## src/rtl/core/nnsb_queue.sv

```systemverilog
module nnsb_queue #(
    parameter int WIDTH = 8,
    parameter int DEPTH = 2
) (
    input  logic             clk,
    input  logic             rst_n,
    input  logic             push,
    input  logic [WIDTH-1:0] push_data,
    input  logic             pop,
    output logic [WIDTH-1:0] pop_data,
    output logic             not_empty,
    output logic             full
);

    localparam int PTR_W = (DEPTH > 1) ? $clog2(DEPTH) : 1;
    localparam int CNT_W = $clog2(DEPTH + 1);
    localparam logic [PTR_W-1:0] PTR_LAST = PTR_W'(DEPTH - 1);

    logic [WIDTH-1:0] entry_reg [DEPTH];
    logic [PTR_W-1:0] wr_ptr_reg, rd_ptr_reg;
    logic [CNT_W-1:0] count_reg;

    always_ff @(posedge clk or negedge rst_n)
    begin
        if (!rst_n)
        begin
            wr_ptr_reg <= '0;
            rd_ptr_reg <= '0;
            count_reg  <= '0;
        end
        else
        begin
            if (push)
            begin
                wr_ptr_reg <= (wr_ptr_reg == PTR_LAST) ? '0 : wr_ptr_reg + PTR_W'(1);
            end
            if (pop)
            begin
                rd_ptr_reg <= (rd_ptr_reg == PTR_LAST) ? '0 : rd_ptr_reg + PTR_W'(1);
            end
            if (push && !pop)
                count_reg <= count_reg + CNT_W'(1);
            else if (pop && !push)
                count_reg <= count_reg - CNT_W'(1);
        end
    end

    always_ff @(posedge clk)
    begin
        if (push)
        begin
            entry_reg[wr_ptr_reg] <= push_data;
        end
    end

    assign pop_data  = entry_reg[rd_ptr_reg];
    assign not_empty = (count_reg != '0);
    assign full      = (count_reg == CNT_W'(DEPTH));

endmodule

```

## config.mk

```make
export PLATFORM = sky130hd
export DESIGN_NAME = nnsb_queue
export DESIGN_NICKNAME = d
export VERILOG_FILES = /design/src/rtl/core/nnsb_queue.sv
export SDC_FILE = /design/constraint.sdc
export NUM_CORES = 1
export LEC_CHECK = 0
export ABC_AREA = 1
export BUFFER_PORTS_ARGS = -buffer_cell sky130_fd_sc_hd__buf_2
export CAP_MARGIN = 20
export CORE_UTILIZATION = 53
export CTS_CLUSTER_SIZE = 14
export DETAILED_ROUTE_END_ITERATION = 6
export PLACE_DENSITY = 0.78
export RECOVER_POWER = 50
export SYNTH_ARGS = -nofsm -noshare
export SYNTH_HDL_FRONTEND = slang
export SYNTH_SLANG_ARGS = --single-unit
```

## constraint.sdc

```tcl
create_clock -name clk -period 3.2 [get_ports clk]
set_input_delay 0.96 -clock clk [delete_from_list [all_inputs] [get_ports clk]]
set_output_delay 0.96 -clock clk [all_outputs]
set_load 0.01 [all_outputs]
```

Yosys cells after proc, flatten, opt, wreduce, memory -nomap -nowiden

Memories as Yosys holds them, arrays and structs flattened.
Cells that the tools add are included.

Reduce and logical (&&, ||, !) cells: 6
Multiplexer cells: 6
Equal/unequal tests: 1
$add $sub $neg: 4

Operators by type and width:

| kind                                             | count |
|---|---|
| 2-to-1 mux 1 bit                                 | 4 |
| 2-to-1 mux 2 bit                                 | 2 |
| nonzero test 2 bit                               | 2 |
| adder 1 bit, second input constant               | 2 |
| adder 2 x 1 -> 2 bit, second input constant      | 1 |
| equality test 2 bit, second input constant       | 1 |
| logical AND 1 bit                                | 2 |
| logical NOT 1 bit                                | 2 |
| subtractor 2 x 1 -> 2 bit, second input constant | 1 |

Input port bits: 12
Output and inout port bits: 10
Memories: 1
Bits in writable memories: 16
Word-level logic and storage cells: 21
Register bits after elaboration: 4

Memories:

| memory    | words | bits a word | read ports | clocked after Yosys merged registers in | write ports | line | source |
|---|---|---|---|---|---|---|---|
| entry_reg | 2     | 8           | 1          | 0                                       | 1           | 19   | `logic [WIDTH-1:0] entry_reg [DEPTH];` |

Logic depth before layout (Yosys ltp)

Depth after elaboration: 4
Mapped depth: 7

Worst setup path before layout

OpenSTA, ideal clock, no wires.

Kind: reg-to-output
Start point: reg rd_ptr_reg
End point: out pop_data[0]
Arrival: 804 ps
Stages on the path, launching flop included: 3
Path buffers: 1
Slack: 1,436 ps
Cells stage by stage: dfrtp_1 buf_6 mux2_4

Cells in the longest elaborated chain, start to end: 1

RTL lines:

| item                   | line | source |
|---|---|---|
| from (decl)            | 20   | `logic [PTR_W-1:0] wr_ptr_reg, rd_ptr_reg;` |
| from (signal assigned) | 39   | `rd_ptr_reg <= (rd_ptr_reg == PTR_LAST) ? '0 : rd_ptr_reg + PTR_W'(1);` |
| memory (2 x 8 bit)     | -    |  |
| to (decl)              | 10   | `output logic [WIDTH-1:0] pop_data,` |

Every way passes these cells.

Final worst setup path

Start point: reg rd_ptr_reg
End point: out pop_data[7]

The elaborated chain is that of the path after synthesis.

==> impl_metrics.env <==
export IMPL_nFillCells=98
export IMPL_io_buffers=21
export IMPL_layout_drive_gt1_share_pct=36.5
export IMPL_slowest_stage="dfrtp_1"
export IMPL_wl_per_cell_um=13.0
export IMPL_syn_area_per_cell_um2=16.4
export IMPL_max_freq_mhz=415
export IMPL_numCtsBuffers=3
export IMPL_synthCells=50
export IMPL_rsz0062_at_grt="false"
export IMPL_synth_largest_area_cell="edfxtp_1"
export IMPL_yosys_warnings=0
export IMPL_peakVddDrop_mv=0.454
export IMPL_clock_skew_ns=0.000718
export IMPL_max_cap_viol_count=0
export IMPL_die_h_um=41.3
export IMPL_tightest_slew_ns=0.646
export IMPL_grt_usage_pct=16.4
export IMPL_synth_top_cells_by_area="edfxtp_1 59%, mux2_4 15%, dfrtp_1 12%, inv_1 3.2%, nand2_1 2.8%"
export IMPL_cts_reportedPaths_clkPinSlew_ns=0.10
export IMPL_power_mw=0.774
export IMPL_synth_compound_area_share_pct=0
export IMPL_ant_nets=0
export IMPL_postCtsSetupBuffers=0
export IMPL_holdWs_ns=0.467
export IMPL_gp_congestion=0.676
export IMPL_relSlewSlack_pct=56.8
export IMPL_synth_adder_area_share_pct=1.53
export IMPL_place_ws_ns=1.12
export IMPL_synth_seq_area_share_pct=70.9
export IMPL_clock_latency_ns=0.30
export IMPL_postLayoutCoreUtil_pct=69.6
export IMPL_io_pins=22
export IMPL_cts_resized_gates=0
export IMPL_dp_cells=85
export IMPL_p_per_area_nw_per_um2=814
export IMPL_largest_register_ffs=16
export IMPL_hpwlAfterDp_um=865
export IMPL_drcViolationCount=0
export IMPL_synthMuxAreaShare_pct=14.7
export IMPL_grt_pass1_wl_um=1640
export IMPL_grt_max_degree=12
export IMPL_routed_wirelength_um=1160
export IMPL_ys_types=12
export IMPL_syn_to_final_growth_pct=16.2
export IMPL_cp_required_ns=2.24
export IMPL_synthSimpleGateAreaFrac_pct=5.05
export IMPL_core_um2=1370
export IMPL_grt_pass1_vias=403
export IMPL_synth_xor_area_share_pct=3.21
export IMPL_crit_fanout=9
export IMPL_stdcell_count=89
export IMPL_nets=88
export IMPL_crit_chain="mux2_4, buf_2"
export IMPL_path_class="flip-flop to output pin"
export IMPL_tritoncts="built"
export IMPL_worstSetupStartpointType="flip-flop"
export IMPL_cts_sinks=20
export IMPL_holdBufCountCts=0
export IMPL_hold_viol=0
export IMPL_outcome="complete, no violations"
export IMPL_drtPass1Iterations=4
export IMPL_die_area_um2=1700
export IMPL_antenna_found_initial=0
export IMPL_viasPerCell=4.91
export IMPL_ys_ff_latch=20
export IMPL_slew_viol_final=0
export IMPL_rows=13
export IMPL_synth_area_um2=818
export IMPL_setup_tns_ns=0
export IMPL_hold_class="input pin to async pin"
export IMPL_p_leak_nw=0.426
export IMPL_place_area_um2=931
export IMPL_timing_final_ws_setup_ns=0.790
export IMPL_die_w_um=41.3
export IMPL_start_util_pct=59.9
export IMPL_drtIter0Drc=4
export IMPL_layout_common_cells="16 x edfxtp_1, 16 x buf_2, 8 x mux2_4, 7 x inv_1, 6 x nand2_1"
export IMPL_slowest_delay_ns=0.67
export IMPL_final_area_um2=951
export IMPL_fin_crit_ns=2.41
export IMPL_diodes=0
export IMPL_setup_viol=0
export IMPL_synth_top_cell_area_share_pct=58.7
export IMPL_grt_overflow_total=0
export IMPL_post_route_period_util_pct=75.3
export IMPL_worstPathArrival_ns=1.45
export IMPL_vias=437
export IMPL_synth_top_family_by_area="multiplexers"
export IMPL_cts_root_buffer="clkbuf_4"
export IMPL_cts_buffer_depth=2
export IMPL_synth_nets=63
export IMPL_cts_max_level=1
export IMPL_end_kind="output pin"
[synthesized netlist by cell type]
| cell | count |
|---|---|
| edfxtp_1 | 16 |
| mux2_4 | 8 |
| inv_1 | 7 |
| nand2_1 | 6 |
| dfrtp_1 | 4 |
| nor2_1 | 2 |
| xor2_1 | 2 |
| buf_6 | 1 |
| ha_1 | 1 |
| nand3_1 | 1 |
| nand4_1 | 1 |
| xnor2_1 | 1 |
[critical path, delay by kind of cell, from the launching register on]
| family | cells | cell delay [ns] |
|---|---|---|
| flops | 1 | 0.67 |
| mux | 1 | 0.34 |
| buf+inv | 1 | 0.14 |
[cells by family (layout without fill, tap and decap cells)]
logic type                 after synthesis  after routing
xor gates and xnor gates                 3              3
adders and majority gates                1              1
buffers and inverters                    8             32
DFF                                     20             20
muxes                                    8              8
and+or+nand+nor                         10             10
[where the power goes]
part           switching, mW  total [mW]  internal (mW)
Combinational          0.110       0.246          0.136
Clock                 0.0733       0.119         0.0455
Sequential            0.0561       0.409          0.353
[worst paths after layout]
| check | from | to | slack [ns] | depth (start not counted) |
|---|---|---|---|---|
| max | rd_ptr_reg | pop_data[7] | 0.79 | 2 |
| min | rst_n | count_reg[0] | 0.47 | 1 |
| max reg2reg | wr_ptr_reg | entry_reg[0][7] | 1.90 | 1 |
| min reg2reg | count_reg[1] | count_reg[1] | 0.50 | 2 |
| max in group asynchronous | rst_n | count_reg[1] | 2.55 | 1 |
| min in group clk | count_reg[1] | count_reg[1] | 0.50 | 2 |
[cell type report]
type / count / area, um2 / share of cell area, %
clock inverter: 1 / 3.75 / 0.395
multi-input combinational: 22 / 200 / 21.1
inverter: 7 / 26.3 / 2.76
timing repair buffer: 21 / 98.8 / 10.4
tap: 15 / 18.8 / 1.97
sequential: 20 / 581 / 61.1
clock buffer: 3 / 22.5 / 2.37
[metal layers]
metal	routed length (um)	global-route usage, %	share of wire, %	vias up
li1	-	-	-	218
met1	468	18.5	40	201
met2	631	26.2	54	16
met3	48	4.79	4.1	2
met4	12	12.1	1.0	0
met5	0	0	0	-
(Power assumes the default switching activity.)
