==> config.mk <==
export PLATFORM = sky130hd
export DESIGN_NAME = nnsb_front
export DESIGN_NICKNAME = d
export VERILOG_FILES = /design/src/rtl/core/nnsb_pkg.sv /design/src/rtl/core/nnsb_div.sv /design/src/rtl/core/nnsb_front.sv
export SDC_FILE = /design/constraint.sdc
export NUM_CORES = 1
export LEC_CHECK = 0
export ABC_AREA = 1
export CAP_MARGIN = 25
export CORE_MARGIN = 4
export CORE_UTILIZATION = 60
export CTS_BUF_LIST = sky130_fd_sc_hd__clkbuf_2 sky130_fd_sc_hd__clkbuf_4 sky130_fd_sc_hd__clkbuf_8
export DETAILED_ROUTE_END_ITERATION = 10
export DONT_BUFFER_PORTS = 1
export GPL_TIMING_DRIVEN = 0
export PLACE_DENSITY_LB_ADDON = 0.08
export SLEW_MARGIN = 0
export SYNTH_ARGS = -nofsm -noshare
export SYNTH_HDL_FRONTEND = slang
export SYNTH_HIERARCHICAL = 1
export SYNTH_SLANG_ARGS = --single-unit
==> constraint.sdc <==
create_clock -name clk -period 4.95 [get_ports clk]
set_input_delay 0 -clock clk [delete_from_list [all_inputs] [get_ports clk]]
set_output_delay 0 -clock clk [all_outputs]
set_load 0.02 [all_outputs]
==> src/rtl/core/nnsb_pkg.sv <==
package nnsb_pkg;

    localparam int COVER_W_DEF = 64;
    localparam int COVER_H_DEF = 64;
    localparam int SCREEN_W    = 640;
    localparam int SCREEN_H    = 480;

    localparam int POS_W   = 10;  // rectangle row / column counters
    localparam int SIZE_W  = 11;  // rectangle width / height
    localparam int DEST_W  = 12;  // signed rectangle origin
    localparam int COORD_W = 11;  // screen row / column
    localparam int PIX_W   = 16;  // RGB555 pixel
    localparam int Q_W     = 18;  // source quotient, holds pos * cover
    localparam int REM_W   = 10;  // source remainder, below size
    localparam int SQ_W    = 9;   // per-step quotient, up to cover size

    localparam int RECT_MAX   = 1024;
    localparam int RECT_RESET = 64;

    localparam int PADDR_W = 4;
    localparam int PDATA_W = 32;

    localparam int QUEUE_DEPTH = 2;

    typedef enum logic [1:0] {
        REG_DEST_X = 2'd0,
        REG_DEST_Y = 2'd1,
        REG_RECT_W = 2'd2,
        REG_RECT_H = 2'd3
    } reg_idx_t;

    typedef enum logic {
        OP_LOAD = 1'b0,
        OP_DRAW = 1'b1
    } op_t;

    typedef enum logic [1:0] {
        FR_RUN,
        FR_LAUNCH,
        FR_WAIT
    } front_state_t;

    typedef enum logic [1:0] {
        DIV_COL_STEP = 2'd0,
        DIV_COL_POS  = 2'd1,
        DIV_ROW_STEP = 2'd2,
        DIV_ROW_POS  = 2'd3
    } div_sel_t;

    // rectangle geometry as the front sees it, sizes already clamped
    typedef struct packed {
        logic [DEST_W-1:0] dest_x;
        logic [DEST_W-1:0] dest_y;
        logic [SIZE_W-1:0] w;
        logic [SIZE_W-1:0] h;
    } geom_t;

    // one queued command for the back end
    typedef struct packed {
        logic               is_draw;
        logic               on_screen;
        logic               last;
        logic [COORD_W-1:0] row;
        logic [COORD_W-1:0] col;
        logic [PIX_W-1:0]   pixel;
    } cmd_t;

    function automatic logic [SIZE_W-1:0] eff_size(input logic [SIZE_W-1:0] v);
        logic [SIZE_W-1:0] r;
        if (v == '0)
            r = SIZE_W'(1);
        else if (v > SIZE_W'(RECT_MAX))
            r = SIZE_W'(RECT_MAX);
        else
            r = v;
        return r;
    endfunction

endpackage

==> src/rtl/core/nnsb_div.sv <==
module nnsb_div (
    input  logic                      clk,
    input  logic                      rst_n,
    input  logic                      start,
    input  logic [nnsb_pkg::Q_W-1:0]    dividend,
    input  logic [nnsb_pkg::SIZE_W-1:0] divisor,
    output logic                      done,
    output logic [nnsb_pkg::Q_W-1:0]    quotient,
    output logic [nnsb_pkg::SIZE_W-1:0] remainder
);
    import nnsb_pkg::*;

    localparam int CNT_W = $clog2(Q_W + 1);

    logic              busy_reg;
    logic              done_reg;
    logic [CNT_W-1:0]  cnt_reg;
    logic [Q_W-1:0]    quo_reg;
    logic [SIZE_W:0]   rem_reg;
    logic [SIZE_W-1:0] div_reg;

    logic [SIZE_W:0]   rem_sh;
    logic              ge;
    logic [SIZE_W:0]   rem_next;
    logic [Q_W-1:0]    quo_next;

    // one quotient bit a cycle: dividend bits shift out the top of quo_reg
    always_comb
    begin
        rem_sh   = {rem_reg[SIZE_W-1:0], quo_reg[Q_W-1]};
        ge       = rem_sh >= {1'b0, div_reg};
        rem_next = ge ? (rem_sh - {1'b0, div_reg}) : rem_sh;
        quo_next = {quo_reg[Q_W-2:0], ge};
    end

    always_ff @(posedge clk or negedge rst_n)
    begin
        if (!rst_n)
        begin
            busy_reg <= 1'b0;
            done_reg <= 1'b0;
            cnt_reg  <= '0;
        end
        else
        begin
            done_reg <= 1'b0;
            if (start)
            begin
                busy_reg <= 1'b1;
                cnt_reg  <= CNT_W'(Q_W);
            end
            else if (busy_reg)
            begin
                cnt_reg <= cnt_reg - CNT_W'(1);
                if (cnt_reg == CNT_W'(1))
                begin
                    busy_reg <= 1'b0;
                    done_reg <= 1'b1;
                end
            end
        end
    end

    always_ff @(posedge clk)
    begin
        if (start)
        begin
            quo_reg <= dividend;
            rem_reg <= '0;
            div_reg <= divisor;
        end
        else if (busy_reg)
        begin
            quo_reg <= quo_next;
            rem_reg <= rem_next;
        end
    end

    assign done      = done_reg;
    assign quotient  = quo_reg;
    assign remainder = rem_reg[SIZE_W-1:0];

endmodule

==> src/rtl/core/nnsb_front.sv <==
module nnsb_front #(
    parameter int COVER_W = 64,
    parameter int COVER_H = 64,
    parameter int ADDR_W  = 12
) (
    input  logic                      clk,
    input  logic                      rst_n,
    input  nnsb_pkg::geom_t           geom,
    input  logic                      size_wr,
    input  logic                      item_valid,
    output logic                      item_stall,
    input  logic                      op,
    input  logic [nnsb_pkg::PIX_W-1:0] load_pixel,
    input  logic                      q_full,
    output logic                      push,
    output nnsb_pkg::cmd_t            push_cmd,
    output logic [ADDR_W-1:0]         push_addr
);
    import nnsb_pkg::*;

    localparam int COL_IDX_W = (COVER_W > 1) ? $clog2(COVER_W) : 1;
    localparam int ROW_IDX_W = (COVER_H > 1) ? $clog2(COVER_H) : 1;
    localparam logic [SQ_W-1:0]  COL_SQ_RST = SQ_W'(COVER_W / RECT_RESET);
    localparam logic [REM_W-1:0] COL_SR_RST = REM_W'(COVER_W % RECT_RESET);
    localparam logic [SQ_W-1:0]  ROW_SQ_RST = SQ_W'(COVER_H / RECT_RESET);
    localparam logic [REM_W-1:0] ROW_SR_RST = REM_W'(COVER_H % RECT_RESET);
    localparam logic [ADDR_W-1:0] LOAD_LAST = ADDR_W'(COVER_W * COVER_H - 1);

    front_state_t      state_reg, state_next;
    div_sel_t          div_sel_reg, div_sel_next;
    logic [ADDR_W-1:0] load_ptr_reg;
    logic [POS_W-1:0]  col_reg, row_reg;
    logic [Q_W-1:0]    cq_reg, rq_reg;
    logic [REM_W-1:0]  cr_reg, rr_reg;
    logic [SQ_W-1:0]   col_sq_reg, row_sq_reg;
    logic [REM_W-1:0]  col_sr_reg, row_sr_reg;

    logic busy, div_start, res_take;
    logic accept, is_draw;

    logic [DEST_W:0]        dy, dx;
    logic                   on_screen;
    logic [ROW_IDX_W-1:0]   sy;
    logic [COL_IDX_W-1:0]   sx;
    logic [ADDR_W-1:0]      draw_addr;
    logic                   row_end, last_pos;
    logic [SIZE_W-1:0]      csum, rsum;
    logic                   cwrap, rwrap;
    logic [Q_W-1:0]         cq_step, rq_step;
    logic [REM_W-1:0]       cr_step, rr_step;

    logic                   div_is_col, div_is_step;
    logic [POS_W-1:0]       div_pos;
    logic [SQ_W-1:0]        div_cover;
    logic [POS_W+SQ_W-1:0]  div_prod;
    logic [Q_W-1:0]         div_n;
    logic [SIZE_W-1:0]      div_d;
    logic                   div_done;
    logic [Q_W-1:0]         div_quo;
    logic [SIZE_W-1:0]      div_rem;

    // next state: a size write restarts the source-step recompute
    always_comb
    begin
        state_next = state_reg;
        case (state_reg)
            FR_RUN:    state_next = FR_RUN;
            FR_LAUNCH: state_next = FR_WAIT;
            FR_WAIT:
            begin
                if (div_done)
                begin
                    state_next = (div_sel_reg == DIV_ROW_POS) ? FR_RUN : FR_LAUNCH;
                end
            end
            default:   state_next = FR_RUN;
        endcase
        if (size_wr)
        begin
            state_next = FR_LAUNCH;
        end
    end

    always_comb
    begin
        busy      = 1'b1;
        div_start = 1'b0;
        res_take  = 1'b0;
        case (state_reg)
            FR_RUN:    busy = 1'b0;
            FR_LAUNCH: div_start = 1'b1;
            FR_WAIT:   res_take = div_done;
            default:   busy = 1'b1;
        endcase
    end

    always_comb
    begin
        div_sel_next = div_sel_reg;
        if (size_wr)
            div_sel_next = DIV_COL_STEP;
        else if (res_take && (div_sel_reg != DIV_ROW_POS))
            div_sel_next = div_sel_t'(div_sel_reg + 2'd1);
    end

    assign item_stall = busy || q_full;
    assign accept     = item_valid && !item_stall;
    assign is_draw    = (op == OP_DRAW);

    // screen position and visibility
    always_comb
    begin
        dy = {geom.dest_y[DEST_W-1], geom.dest_y} + {{(DEST_W+1-POS_W){1'b0}}, row_reg};
        dx = {geom.dest_x[DEST_W-1], geom.dest_x} + {{(DEST_W+1-POS_W){1'b0}}, col_reg};
        on_screen = !dy[DEST_W] && (dy[DEST_W-1:0] < DEST_W'(SCREEN_H))
                 && !dx[DEST_W] && (dx[DEST_W-1:0] < DEST_W'(SCREEN_W));
    end

    // source pixel, clamped to the cover edge
    always_comb
    begin
        sy = (rq_reg >= Q_W'(COVER_H)) ? ROW_IDX_W'(COVER_H - 1) : rq_reg[ROW_IDX_W-1:0];
        sx = (cq_reg >= Q_W'(COVER_W)) ? COL_IDX_W'(COVER_W - 1) : cq_reg[COL_IDX_W-1:0];
        draw_addr = ADDR_W'(sy) * ADDR_W'(COVER_W) + ADDR_W'(sx);
    end

    // raster stepping with remainder accumulators
    always_comb
    begin
        row_end  = ({1'b0, col_reg} + SIZE_W'(1)) >= geom.w;
        last_pos = row_end && (({1'b0, row_reg} + SIZE_W'(1)) >= geom.h);

        csum    = {1'b0, cr_reg} + {1'b0, col_sr_reg};
        cwrap   = csum >= geom.w;
        cq_step = cq_reg + Q_W'(col_sq_reg) + Q_W'(cwrap);
        cr_step = cwrap ? REM_W'(csum - geom.w) : csum[REM_W-1:0];

        rsum    = {1'b0, rr_reg} + {1'b0, row_sr_reg};
        rwrap   = rsum >= geom.h;
        rq_step = rq_reg + Q_W'(row_sq_reg) + Q_W'(rwrap);
        rr_step = rwrap ? REM_W'(rsum - geom.h) : rsum[REM_W-1:0];
    end

    // divider operands: step = cover / size, position = pos * cover / size
    always_comb
    begin
        div_is_col  = (div_sel_reg == DIV_COL_STEP) || (div_sel_reg == DIV_COL_POS);
        div_is_step = (div_sel_reg == DIV_COL_STEP) || (div_sel_reg == DIV_ROW_STEP);
        div_pos     = div_is_col ? col_reg : row_reg;
        div_cover   = div_is_col ? SQ_W'(COVER_W) : SQ_W'(COVER_H);
        div_prod    = div_pos * div_cover;
        div_n       = div_is_step ? Q_W'(div_cover) : div_prod[Q_W-1:0];
        div_d       = div_is_col ? geom.w : geom.h;
    end

    nnsb_div u_div (
        .clk       (clk),
        .rst_n     (rst_n),
        .start     (div_start),
        .dividend  (div_n),
        .divisor   (div_d),
        .done      (div_done),
        .quotient  (div_quo),
        .remainder (div_rem)
    );

    always_ff @(posedge clk or negedge rst_n)
    begin
        if (!rst_n)
        begin
            state_reg    <= FR_RUN;
            div_sel_reg  <= DIV_COL_STEP;
            load_ptr_reg <= '0;
            col_reg      <= '0;
            row_reg      <= '0;
            cq_reg       <= '0;
            cr_reg       <= '0;
            rq_reg       <= '0;
            rr_reg       <= '0;
            col_sq_reg   <= COL_SQ_RST;
            col_sr_reg   <= COL_SR_RST;
            row_sq_reg   <= ROW_SQ_RST;
            row_sr_reg   <= ROW_SR_RST;
        end
        else
        begin
            state_reg   <= state_next;
            div_sel_reg <= div_sel_next;
            if (accept && !is_draw)
            begin
                load_ptr_reg <= (load_ptr_reg == LOAD_LAST) ? '0 : load_ptr_reg + ADDR_W'(1);
            end
            if (accept && is_draw)
            begin
                if (last_pos)
                begin
                    col_reg <= '0;
                    row_reg <= '0;
                    cq_reg  <= '0;
                    cr_reg  <= '0;
                    rq_reg  <= '0;
                    rr_reg  <= '0;
                end
                else if (row_end)
                begin
                    col_reg <= '0;
                    cq_reg  <= '0;
                    cr_reg  <= '0;
                    row_reg <= row_reg + POS_W'(1);
                    rq_reg  <= rq_step;
                    rr_reg  <= rr_step;
                end
                else
                begin
                    col_reg <= col_reg + POS_W'(1);
                    cq_reg  <= cq_step;
                    cr_reg  <= cr_step;
                end
            end
            if (res_take)
            begin
                case (div_sel_reg)
                    DIV_COL_STEP:
                    begin
                        col_sq_reg <= div_quo[SQ_W-1:0];
                        col_sr_reg <= div_rem[REM_W-1:0];
                    end
                    DIV_COL_POS:
                    begin
                        cq_reg <= div_quo;
                        cr_reg <= div_rem[REM_W-1:0];
                    end
                    DIV_ROW_STEP:
                    begin
                        row_sq_reg <= div_quo[SQ_W-1:0];
                        row_sr_reg <= div_rem[REM_W-1:0];
                    end
                    DIV_ROW_POS:
                    begin
                        rq_reg <= div_quo;
                        rr_reg <= div_rem[REM_W-1:0];
                    end
                    default:
                    begin
                        rq_reg <= rq_reg;
                    end
                endcase
            end
        end
    end

    always_comb
    begin
        push               = accept;
        push_cmd.is_draw   = is_draw;
        push_cmd.on_screen = is_draw && on_screen;
        push_cmd.last      = is_draw && last_pos;
        push_cmd.row       = on_screen ? dy[COORD_W-1:0] : '0;
        push_cmd.col       = on_screen ? dx[COORD_W-1:0] : '0;
        push_cmd.pixel     = load_pixel;
        push_addr          = is_draw ? draw_addr : load_ptr_reg;
    end

endmodule

**Word-level counts from Yosys, hierarchy flattened**

Cells that the tools add are included.

- Register bits after elaboration: 177
- Input port bits: 68
- Output and inout port bits: 55
- Logic and storage cells: 136

- Add/subtract/negate cells: 19
- Order comparisons: 9
- Eq/ne operators: 9
- Mux-type cells: 55
- Reductions and logical operators: 25

Operator list:

| cell | number |
|---|---|
| $mux W18 | 12 |
| $mux W10 | 17 |
| $ge A11 B11 Y1 | 4 |
| $mux W11 | 4 |
| $add A18 B1 Y18 | 2 |
| $add A18 B9 Y18 | 2 |
| $ge A18 B7 Y1 const B | 2 |
| $add A12 B11 Y13 | 2 |
| $mux W12 | 2 |
| $add A10 B1 Y11 const B | 2 |
| $add A10 B10 Y11 | 2 |
| $add A10 B1 Y10 const B | 2 |
| $sub A10 B10 Y10 | 2 |
| $mux W16 | 1 |
| $add A12 B1 Y12 const B | 1 |
| $add A12 B6 Y12 | 1 |
| $eq A12 B12 Y1 const B | 1 |
| $ge A12 B11 Y1 | 1 |
| $lt A12 B10 Y1 const B | 1 |
| $lt A12 B9 Y1 const B | 1 |
| $mux W6 | 2 |
| $sub A11 B11 Y11 | 1 |
| $logic_and A1 B1 Y1 | 10 |
| $mux W1 | 10 |
| 15 further kinds | 32 |

**Depth between registers and ports, before layout**

- Depth in word-level cells: 9
- Gate-level depth with buffers: 29
- Depth with buffers taken out: 29

**Modules after synthesis**

Netlist, hierarchy kept.

Modules (own cells, without submodules):

| module | instances | cells an instance | area an instance (um2) | sequential area each (um2) |
|---|---|---|---|---|
| nnsb_front | 1 | 1784 | 12036.5 | 3255.6 |
| nnsb_div | 1 | 339 | 2730.1 | 1266.2 |

**Worst setup path after synthesis**

OpenSTA, ideal clock, no wires.

- Path kind: register to register
- Start: register rr_reg[0]
- End: register rq_reg[10]
- Setup time: 127 ps
- Arrival: 4067 ps
- Data required time: 4823 ps
- Slack: 756 ps
- Cell stages (with the launch flop): 28
- Path buffers: 0
- Clock period less this slack: 4194 ps
- Cell sequence: dfrtp_1 ha_1 inv_1 fa_1 o21ai_1 nand3_1 nand2_1 nand2_1 nand2_1 inv_1 ha_1 inv_1 o21bai_1 nand3_1 nand2_1 nor2_1 nand2_4 fa_1 fa_1 nand3_1 nand3_1 nand2_1 nand3_1 nand3_1 nand2_1 nand3_1 xor2_1 o21ai_1

- Cells in the longest elaborated chain, start to end: 8

RTL lines:

| item | line | text |
|---|---|---|
| start: declaration | nnsb_front.sv:34 | `logic [REM_W-1:0] cr_reg, rr_reg;` |
| start signal: assignment | nnsb_front.sv:211 | `rr_reg <= rr_step;` |
| start signal: assignment | nnsb_front.sv:241 | `rr_reg <= div_rem[REM_W-1:0];` |
| $add A10 B10 Y11 (*) | nnsb_front.sv:138 | `rsum = {1'b0, rr_reg} + {1'b0, row_sr_reg};` |
| $ge A11 B11 Y1 (*) | nnsb_front.sv:139 | `rwrap = rsum >= geom.h;` |
| $add A18 B1 Y18 (*) | nnsb_front.sv:140 | `rq_step = rq_reg + Q_W'(row_sq_reg) + Q_W'(rwrap);` |
| $mux W18 (*) | nnsb_front.sv:204 | `else if (row_end)` |
| $mux W18 (*) | nnsb_front.sv:195 | `if (last_pos)` |
| $mux W18 (*) | nnsb_front.sv:193 | `if (accept && is_draw)` |
| $mux W18 | nnsb_front.sv:222 | `case (div_sel_reg)` |
| $mux W18 (*) | nnsb_front.sv:220 | `if (res_take)` |
| end signal: assignment | nnsb_front.sv:210 | `rq_reg <= rq_step;` |
| end signal: assignment | nnsb_front.sv:240 | `rq_reg <= div_quo;` |
| end signal: assignment | nnsb_front.sv:245 | `rq_reg <= rq_reg;` |
| end: declaration | nnsb_front.sv:33 | `logic [Q_W-1:0] cq_reg, rq_reg;` |

Every way passes the cells marked *; elsewhere a longest branch is shown, timed or not.
A chain may end at the register's enable or synchronous reset.

**Worst setup path in the final report**

- Start: register col_sr_reg[0]
- End: register cq_reg[8]

- Cells in the longest elaborated chain, start to end: 8

RTL lines:

| item | line | text |
|---|---|---|
| start: declaration | nnsb_front.sv:36 | `logic [REM_W-1:0] col_sr_reg, row_sr_reg;` |
| start signal: assignment | nnsb_front.sv:226 | `col_sr_reg <= div_rem[REM_W-1:0];` |
| $add A10 B10 Y11 (*) | nnsb_front.sv:133 | `csum = {1'b0, cr_reg} + {1'b0, col_sr_reg};` |
| $ge A11 B11 Y1 (*) | nnsb_front.sv:134 | `cwrap = csum >= geom.w;` |
| $add A18 B1 Y18 (*) | nnsb_front.sv:135 | `cq_step = cq_reg + Q_W'(col_sq_reg) + Q_W'(cwrap);` |
| $mux W18 (*) | nnsb_front.sv:204 |  |
| $mux W18 (*) | nnsb_front.sv:195 |  |
| $mux W18 (*) | nnsb_front.sv:193 |  |
| $mux W18 | nnsb_front.sv:222 |  |
| $mux W18 (*) | nnsb_front.sv:220 |  |
| end signal: assignment | nnsb_front.sv:216 | `cq_reg <= cq_step;` |
| end signal: assignment | nnsb_front.sv:230 | `cq_reg <= div_quo;` |
| end: declaration | nnsb_front.sv:33 |  |

Marked as above.

==> qor.csv <==
metric,value,unit
Post-Synthesis Cell Area,14800,um^2
Netlist cell types,61,
relative slew slack,42.7,%
Yosys reg bits,177,
Overflow after GRT,0,
Synth top area share,22.9,%
Detail Placement HPWL,33400,um
critical path type,reg -> reg,
Flop pwr share,34.6,%
Crit. Startpoint,col_sr_reg[0],
Via Count,14200,
VDD IR max,0.218,mV
Met1 Wirelength,18600,um
internal power,3.40,mW
DR iter-0 viols,1287,
Total Nets Final,2374,
CP max-delay cell,fa_2,
Tcrit/Tclk final,94.4,%
Die Y,165,um
Multi-input gate area,8660,um^2
I/O Buffers,0,
top sig layer,met4,
Synth Instances,2123,
hold depth,6,
predominant post-synthesis flop cell,dfrtp_1,
post-synth top area cell,dfrtp_1,
first drt pass iteration count,6,
clk_skew,18.7,ps
clock buffer depth,2,
Worst Tran Pin Value,858,ps
largest net degree at the start of global routing,138,
Worst Setup End Kind,flop,
met3 wire len,3080,um
Die Footprint,27200,um^2
WP data required,5290,ps
Comb pwr share,48.2,%
WL/cell,16.9,um
pwr dens,397,nW/um^2
CP Data Arrival Time,5010,ps
failing checks,negative hold slack,
Critical Path Most Common Cell,nand2_1,
hold_sp,geom[0],
crit path launch type,flop,
Worst-path clk slew,100,ps
initial antenna violation count,0,
# Max-Cap Violations,0,
area grow syn2layout,7.73,%
"Seq/Total Area, Yosys",30.6,%
yosys warns,6,
post-synthesis area per instance,6.96,um^2
vias per inst,5.64,
vias in the first global route,13200,
instance count on the critical path,27,
CP Max Fanout,4,
DR WL met2,19400,um
pre-CTS setup slack,16.0,ps
CTS tree,yes,
final hold slack,-0.930,ps
total track usage,31.7,%
routed wire length,42600,um
filler instances,2323,
clk root buf,clkbuf_8,
"delay-heaviest family, CP",adder cells,
Ant. Diodes,0,
gpl congestion,0.966,
Pleak,8.43,nW
Setup TNS Final,0,ps
Clock Power Share,17.2,%
R2R depth,27,
initial core utilization,60.9,%
"leading cell type in the layout, fill and taps excluded",nand2_1,
"slowest stage delay, CP",410,ps
Tot Pwr,6.32,mW
Final Hold Viols,1,
post-route antenna net violation count,0,
H-tree Lvls,4,
Final Setup Violations,0,
switching power,2.92,mW
clk_lat worst skew,490,ps
global-route wire length before repair,68000,um
Max Clock Freq,0.214,GHz
status,"finished, violations left",
RSZ-0062 raised after global routing,false,
I/O pins,123,
clock net sink count,177,
# DRC,0,
"EDFF count, synth",29,
"top cells by area, synth","dfrtp_1 23%, nand2_1 14%, ha_1 10%",
Die Wd,165,um
"commonest non-fill, non-tap cells in the layout","552 x nand2_1, 317 x inv_1, 162 x nor2_1",
Site Rows,57,
Inserted Clock Buffers,17,
Core ar.,24200,um^2
Register Area,4520,um^2
fin crit period,4670,ps
worst r2r src,col_sr_reg[0],
share of cells above drive strength 1,8.32,%
asr flop ratio synth,77.4,%
Max Slew Vio Count,0,
setup ws final,277,ps
HP Class,in -> reg,
CP bufs+invs,5,
fraction of power spent switching nets,46.2,%
cells by family after synthesis:
group | count (synthesis) | share of synthesized area [%]
XOR/XNOR | 59 | 3.50
multiplexers | 1 | 0.0763
other | 1 | 0.0254
AO/OA/AOI/OAI | 345 | 12.9
adder cells (fa/ha/maj) | 131 | 11.7
flip-flops | 177 | 30.6
buffers and inverters | 405 | 11.3
AND/OR/NAND/NOR | 1004 | 29.9
synthesized netlist by cell type, types with 3 or more instances:
master    instances
a22o_1            3
edfxtp_1         29
o21bai_1         11
o21a_1            3
nand3_2           9
inv_1           318
nor2_2           24
fa_1             11
nand2_1         553
clkbuf_1         27
nor2_4            4
xor2_1           40
nand3_1         158
a22oi_1          15
buf_2            12
o31ai_1           4
buf_1             4
xnor2_1          19
a31oi_1           7
nand2_2          17
a21oi_2           4
buf_4            24
a21boi_0          3
a21oi_1         138
dfxtp_1          11
o21ai_0         126
o22ai_1          14
nand3b_1          3
inv_2            13
nand4_1          33
buf_6             4
or2_2             3
nor2_1          163
ha_1            120
nor3b_1           3
nor3_1           13
dfrtp_1         135
nor4_1            6
o21ai_1           9
area by class of cell:
class | count | share of cell area, %
plain buffers | 72 | 2.65
multi-input cells | 1551 | 54.4
well taps | 324 | 2.55
clock inverters | 12 | 0.905
repair buffers | 23 | 1.45
inverters | 333 | 7.90
clock buffers | 20 | 1.69
flip-flops and latches | 177 | 28.4
stage by stage:
step	cells	util, %	instance area [um^2]
2_1_floorplan	2133	-	14800
3_3_place_gp	2457	62.7	15200
3_5_place_dp	2457	62.7	15200
4_1_cts	2505	65.2	15800
5_1_grt	2512	65.6	15900
6_report	2512	65.6	15900
what timing repair did:
| item | in CTS | in global routing |
|---|---|---|
| buffers inserted | 0 | 7 |
| resized for setup | 1 | 12 |
| endpoints found under the hold margin | 154 | 0 |
| pin swaps | 0 | 6 |
| hold buffers | 16 | 0 |
| endpoints found under the setup margin | 2 | 14 |
power by group through the flow:
stage	clock [mW]	sequential, mW	combinational [mW]
final	1.09	2.19	3.05
after global routing	1.15	2.22	3.48
after CTS	1.09	2.17	2.99
after detailed placement	0	2.20	2.94
after global placement	0	2.19	2.87
after floorplan	0	2.04	2.38
worst paths after layout:
kind	slack (ps)	to
max	280	cq_reg[8]
min	-0.9	rr_reg[0]
max reg2reg	280	cq_reg[8]
min reg2reg	500	u_div/rem_reg[10]
max in group asynchronous	4120	rr_reg[9]
min in group asynchronous	100	row_reg[8]
tightest hold or removal path: cells and delay by family:
kind                       cells  cell delay [ps]
AOI/OAI and AO/OA              2              150
adders and majority gates      1              130
and+or+nand+nor                3              170
layer usage:
layer / vias to the layer above / track usage [%]
met4: 0 / 10.6
met5: - / 0
li1: 6942 / -
met2: 538 / 51.3
met1: 6613 / 43.6
met3: 86 / 5.07
No activity file was read; power rests on OpenSTA's default activity.
